--- config.mk ---
export PLATFORM = sky130hd
export DESIGN_NAME = ogbu_ctrl
export DESIGN_NICKNAME = d
export VERILOG_FILES = /design/src/design/ogbu_pkg.sv /design/src/design/ogbu_ctrl.sv
export SDC_FILE = /design/constraint.sdc
export NUM_CORES = 1
export LEC_CHECK = 0
export ABC_AREA = 1
export BUFFER_PORTS_ARGS = -buffer_cell sky130_fd_sc_hd__clkbuf_2
export CAP_MARGIN = 40
export CORE_AREA = 3 3 40 42
export DETAILED_ROUTE_END_ITERATION = 10
export DIE_AREA = 0 0 43 45
export MAX_ROUTING_LAYER = met4
export PLACE_DENSITY = 0.41
export SLEW_MARGIN = 15
export SYNTH_ARGS = -nofsm -noshare
export SYNTH_HDL_FRONTEND = slang
export SYNTH_SLANG_ARGS = --single-unit
--- constraint.sdc ---
create_clock -name clk -period 0.9 [get_ports clk]
set_input_delay 0.045 -clock clk [delete_from_list [all_inputs] [get_ports clk]]
set_output_delay 0.045 -clock clk [all_outputs]
set_load 0.1 [all_outputs]
--- src/design/ogbu_pkg.sv ---
// shared constants, types and helpers of the occupancy grid blend update core
`default_nettype none

package ogbu_pkg;

	// grid store geometry, cell (x,y) lives at y*MaxWidth + x
	localparam int MaxWidth  = 256;
	localparam int MaxLength = 256;
	localparam int XW        = $clog2(MaxWidth);
	localparam int YW        = $clog2(MaxLength);
	localparam int AddrW     = XW + YW;
	localparam int Depth     = MaxWidth * MaxLength;

	// field and register widths
	localparam int QW      = 16;
	localparam int GridW   = 9;
	localparam int CfgIdxW = 3;
	localparam int CfgW    = 16;
	localparam int ProbW   = 17;
	localparam int ProdW   = 2 * QW;

	// q1.15 constants
	localparam logic [QW-1:0] QOne  = 16'd32768;
	localparam logic [QW-1:0] QHalf = 16'd16384;

	localparam logic signed [ProbW-1:0] ProbOutside = -17'sd32768;

	// item kinds, the unused code behaves as a query
	typedef enum logic [1:0] {
		KIND_OBSERVE = 2'd0,
		KIND_QUERY   = 2'd1,
		KIND_CLEAR   = 2'd2
	} kind_t;

	// configuration register indexes
	typedef enum logic [CfgIdxW-1:0] {
		CFG_GRID_WIDTH    = 3'd0,
		CFG_GRID_LENGTH   = 3'd1,
		CFG_OCC_TARGET    = 3'd2,
		CFG_FREE_TARGET   = 3'd3,
		CFG_UPDATE_GAIN   = 3'd4,
		CFG_OCC_THRESHOLD = 3'd5
	} cfg_idx_t;

	// register reset values
	localparam logic [GridW-1:0] RstGridWidth    = 9'd256;
	localparam logic [GridW-1:0] RstGridLength   = 9'd256;
	localparam logic [QW-1:0]    RstOccTarget    = 16'd29491;
	localparam logic [QW-1:0]    RstFreeTarget   = 16'd3277;
	localparam logic [QW-1:0]    RstUpdateGain   = 16'd9830;
	localparam logic [QW-1:0]    RstOccThreshold = 16'd22938;

	// controller to datapath commands
	typedef struct packed {
		logic load;   // latch the accepted item
		logic sweep;  // write one half to the sweep address and step it
		logic rd;     // read the addressed cell, form target*gain
		logic mul;    // form p*(1-gain)
		logic fin;    // finish the blend, write back, load the result register
	} ogbu_cmd_t;

	// datapath to controller status
	typedef struct packed {
		logic is_clear;    // latched item is a clear
		logic sweep_last;  // sweep address at the last cell
		logic out_free;    // result register can take a new result
	} ogbu_sts_t;

	// saturate a q1.15 register value to 1.0
	function automatic logic [QW-1:0] sat_q(input logic [QW-1:0] v);
		sat_q = (v > QOne) ? QOne : v;
	endfunction

endpackage

`default_nettype wire

--- src/design/ogbu_ctrl.sv ---
// controller state machine of the occupancy grid blend update core
`default_nettype none

module ogbu_ctrl
	import ogbu_pkg::*;
(
	input  wire logic      clk,
	input  wire logic      arst_n,
	input  wire logic      in_valid,
	output logic           in_ready,
	input  ogbu_sts_t      sts,
	output ogbu_cmd_t      cmd
);

	typedef enum logic [2:0] {
		ST_INIT,
		ST_IDLE,
		ST_CLEAR,
		ST_READ,
		ST_MUL,
		ST_FIN
	} state_t;

	state_t state_q;

	assign in_ready = (state_q == ST_IDLE);

	always_comb begin
		cmd = '0;
		case (state_q)
			ST_INIT:  cmd.sweep = 1'b1;
			ST_IDLE:  cmd.load  = in_valid;
			// only a clear item writes the store here
			ST_CLEAR: cmd.sweep = sts.is_clear;
			ST_READ:  cmd.rd    = 1'b1;
			ST_MUL:   cmd.mul   = 1'b1;
			ST_FIN:   cmd.fin   = sts.out_free;
			default:  cmd = '0;
		endcase
	end

	always_ff @(posedge clk or negedge arst_n) begin
		if (!arst_n) begin
			state_q <= ST_INIT;
		end else begin
			case (state_q)
				ST_INIT: begin
					if (sts.sweep_last) state_q <= ST_IDLE;
				end
				ST_IDLE: begin
					if (in_valid) state_q <= ST_CLEAR;
				end
				ST_CLEAR: begin
					// a non-clear item skips the sweep at once
					if (!sts.is_clear || sts.sweep_last) state_q <= ST_READ;
				end
				ST_READ: state_q <= ST_MUL;
				ST_MUL:  state_q <= ST_FIN;
				ST_FIN: begin
					if (sts.out_free) state_q <= ST_IDLE;
				end
				default: state_q <= ST_INIT;
			endcase
		end
	end

endmodule

`default_nettype wire

==> key figures <==
Final layout
  – Fraction of final layout cells sized beyond drive strength 1: 0.694
  – Largest register by flop count: state_q
  – Sequential standard cell area: 78.8 sq um
  – Area taken by multi-input logic gates: 194 sq um
  – Finished layout cell area: 603 sq um
  – Most frequent standard cell in the layout excluding fill and tap cells: sky130_fd_sc_hd__buf_12
  – Total of fill cells in the finished design: 129
  – Net total in the final layout: 69
  – Finished Core Util: 0.469
  – Flip-flop count of the largest register, all copies and words added: 3
  – Synthesis-to-layout area growth: 147%
  – Final non-filler cell total: 77
  – Ant diodes: 0
  – Biggest registers after layout: state_q (3)
  – Highest-count cells in the layout ignoring fill and taps: 6 x sky130_fd_sc_hd__buf_12, 5 x sky130_fd_sc_hd__nor2_4, 5 x sky130_fd_sc_hd__clkbuf_2, 5 x sky130_fd_sc_hd__buf_6

Logic synthesis
  – Summed instance area of the synthesized netlist: 244 sq um
  – Post-Synthesis Cells: 38
  – Synth top area cells: sky130_fd_sc_hd__dfrtp_1 31%, sky130_fd_sc_hd__inv_1 11%, sky130_fd_sc_hd__nand2_1 11%
  – Yosys warning count: 0
  – Post-synthesis sequential area ratio: 0.308
  – Area share of the leading cell type in the synthesized netlist: 0.308
  – Total of flip-flops plus latches after synthesis: 3
  – Synth cell types: 14
  – Synthesized netlist net count: 44
  – Leading area contributor after synthesis: sky130_fd_sc_hd__dfrtp_1
  – Mean area per synthesized cell: ~6.4 sq um

Detailed routing
  – Routed wire length: 730 um
  – Remaining routing DRC violations: 0
  – Starting DRT DRC Count: 10
  – Number of optimization iterations in the first detailed-route pass: 4
  – Count of nets left with antenna violations after detail routing: 0
  – Via total after detailed routing: 329
  – Vias per cell: 4.27
  – Average wire length per cell after detail routing: between 9 and 10 um

Floorplanning
  – Number of placed I/O pins: 12
  – Initial Utilization: 0.190
  – Horizontal die dimension: 43 um
  – Floorplan row count: 13
  – Core Region: 1280 sq um
  – Chip Height: approximately 45 um
  – Die Outline Area: 1940 sq um

Run
  – Number of max-cap violations: 0

STA
  – Unrepaired setup endpoints after global routing: true
  – Clock period minus final worst setup slack: 1220 ps
  – Crit share post-route: 1.36
  – Final setup violation count: 9
  – Max Clk Rate: 817 MHz
  – Slew at the pin with the worst max-slew slack: 177 ps
  – Final Slew Violations: 0
  – Worst path setup slack after routing: -325 ps
  – Relative max-transition margin: 0.881
  – Worst clock skew: around 2.3 ps
  – Final Hold Violating Endpoints: 0

Critical path
  – Critical path data arrival time: 1180 ps
  – Critical path peak fanout: 5
  – Critical path endpoint category: output port
  – Category of the most critical setup path: register to output port
  – Critical Path RT: roughly 850 ps
  – Type of element launching the critical path: register

Clock network
  – CTS clk-pin slew, worst paths: 30 ps
  – TritonCTS clock tree: built
  – Number of H-tree levels: 1
  – Maximum count of clock buffers along a single path: 2
  – Later-pin clock latency in the skew report: 230 ps
  – Cts bufs inserted: 3
  – Clock Root Buffer: sky130_fd_sc_hd__clkbuf_4
  – Sinks on the clock net: 3

Global routing
  – Initial antenna violation count: 0
  – GR Util met3: 0.0120
  – Global router's overall resource usage: 0.0755
  – First-pass GRT wire length: 993 um
  – Maximum number of pins on one net before global-route repair: 7
  – Global-route track usage on met2: 0.114
  – Via count of the first global-routing pass: 260
  – Total overflow reported by the global router: 0
  – Layer with the highest usage after global routing: met2
  – Global-route track usage on met1: 0.0773

Status
  – Status: finished with violations
  – Violated checks: setup timing

Placement
  – Setup slack after placement: -148 ps
  – Number of I/O port buffers: 11
  – Inst Count DP: 67
  – HPWL after detailed placement: 482 um
  – Post-detailed-placement cell area: 487 sq um
  – Final weighted congestion in routability-driven placement: 0.826

Min path
  – Type of the tightest min-delay check: input pin to register
==> cell usage after synthesis (all sizes together) <==
cell type / n
nor2: 8
nand4: 2
nand2: 7
nor3: 1
dfrtp: 3
o21ai: 1
nand3: 4
a21o: 1
o221ai: 1
inv: 9
buf: 1
==> final cells by class <==
cell class	instances	area share
clock buffer	4	0.0436
sequential	3	0.131
inverter	9	0.0726
timing repair buffer	21	0.400
multi-input combinational	25	0.322
tap	15	0.0311
==> cell families after synthesis <==
logic type	share of synthesized area
buffers and inverters	0.169
DFF	0.308
AOI/OAI and AO/OA	0.0872
and+or+nand+nor	0.436
==> repair_timing <==
| action | 4_1_cts | 5_1_grt |
|---|---|---|
| pin swaps | 5 | 5 |
| setup endpoints to repair | 9 | 9 |
| buffers inserted | 3 | 3 |
| gates resized for setup | 7 | 6 |
| hold buffers | 1 | 0 |
| endpoints found under the hold margin | 3 | 0 |
==> layer usage <==
| layer | vias up | part of all wire | wire [um] |
|---|---|---|---|
| li1 | 170 | - | - |
| met1 | 145 | 0.38 | 281 |
| met2 | 12 | 0.54 | 393 |
| met3 | 2 | 0.052 | 38 |
| met4 | 0 | 0.023 | 17 |
| met5 | - | 0 | 0 |
==> final timing paths <==
check | slack, ps | depth (start not counted) | to | startpoint
worst min register to register | 620 | 3 | state_q[1] | state_q[2]
worst min-delay path | 70 | 3 | state_q[1] | sts[2]
worst max register to register | -290 | 7 | state_q[0] | state_q[2]
min in group asynchronous | 140 | 2 | state_q[0] | arst_n
max in group asynchronous | 640 | 2 | state_q[1] | arst_n
worst max-delay path | -320 | 4 | cmd[0] | state_q[1]
==> per-stage QoR <==
step           setup TNS (ps)  hold slack, ps
2_1_floorplan           -1650            -251
6_report                -2530            69.5
4_1_cts                 -2380            62.3
5_1_grt                 -2960            72.9
3_5_place_dp             -875            -157
3_3_place_gp             -895            -156
==> worst max-delay path: stages (launching register included) <==
cell	delay [ps]
sky130_fd_sc_hd__dfrtp_2	440
sky130_fd_sc_hd__nor2_4	160
sky130_fd_sc_hd__nand2_2	80
sky130_fd_sc_hd__nor2_4	100
sky130_fd_sc_hd__buf_12	180
Power is not shown: default switching activity piles up to over one toggle a cycle in this logic, so the estimate is an artifact.
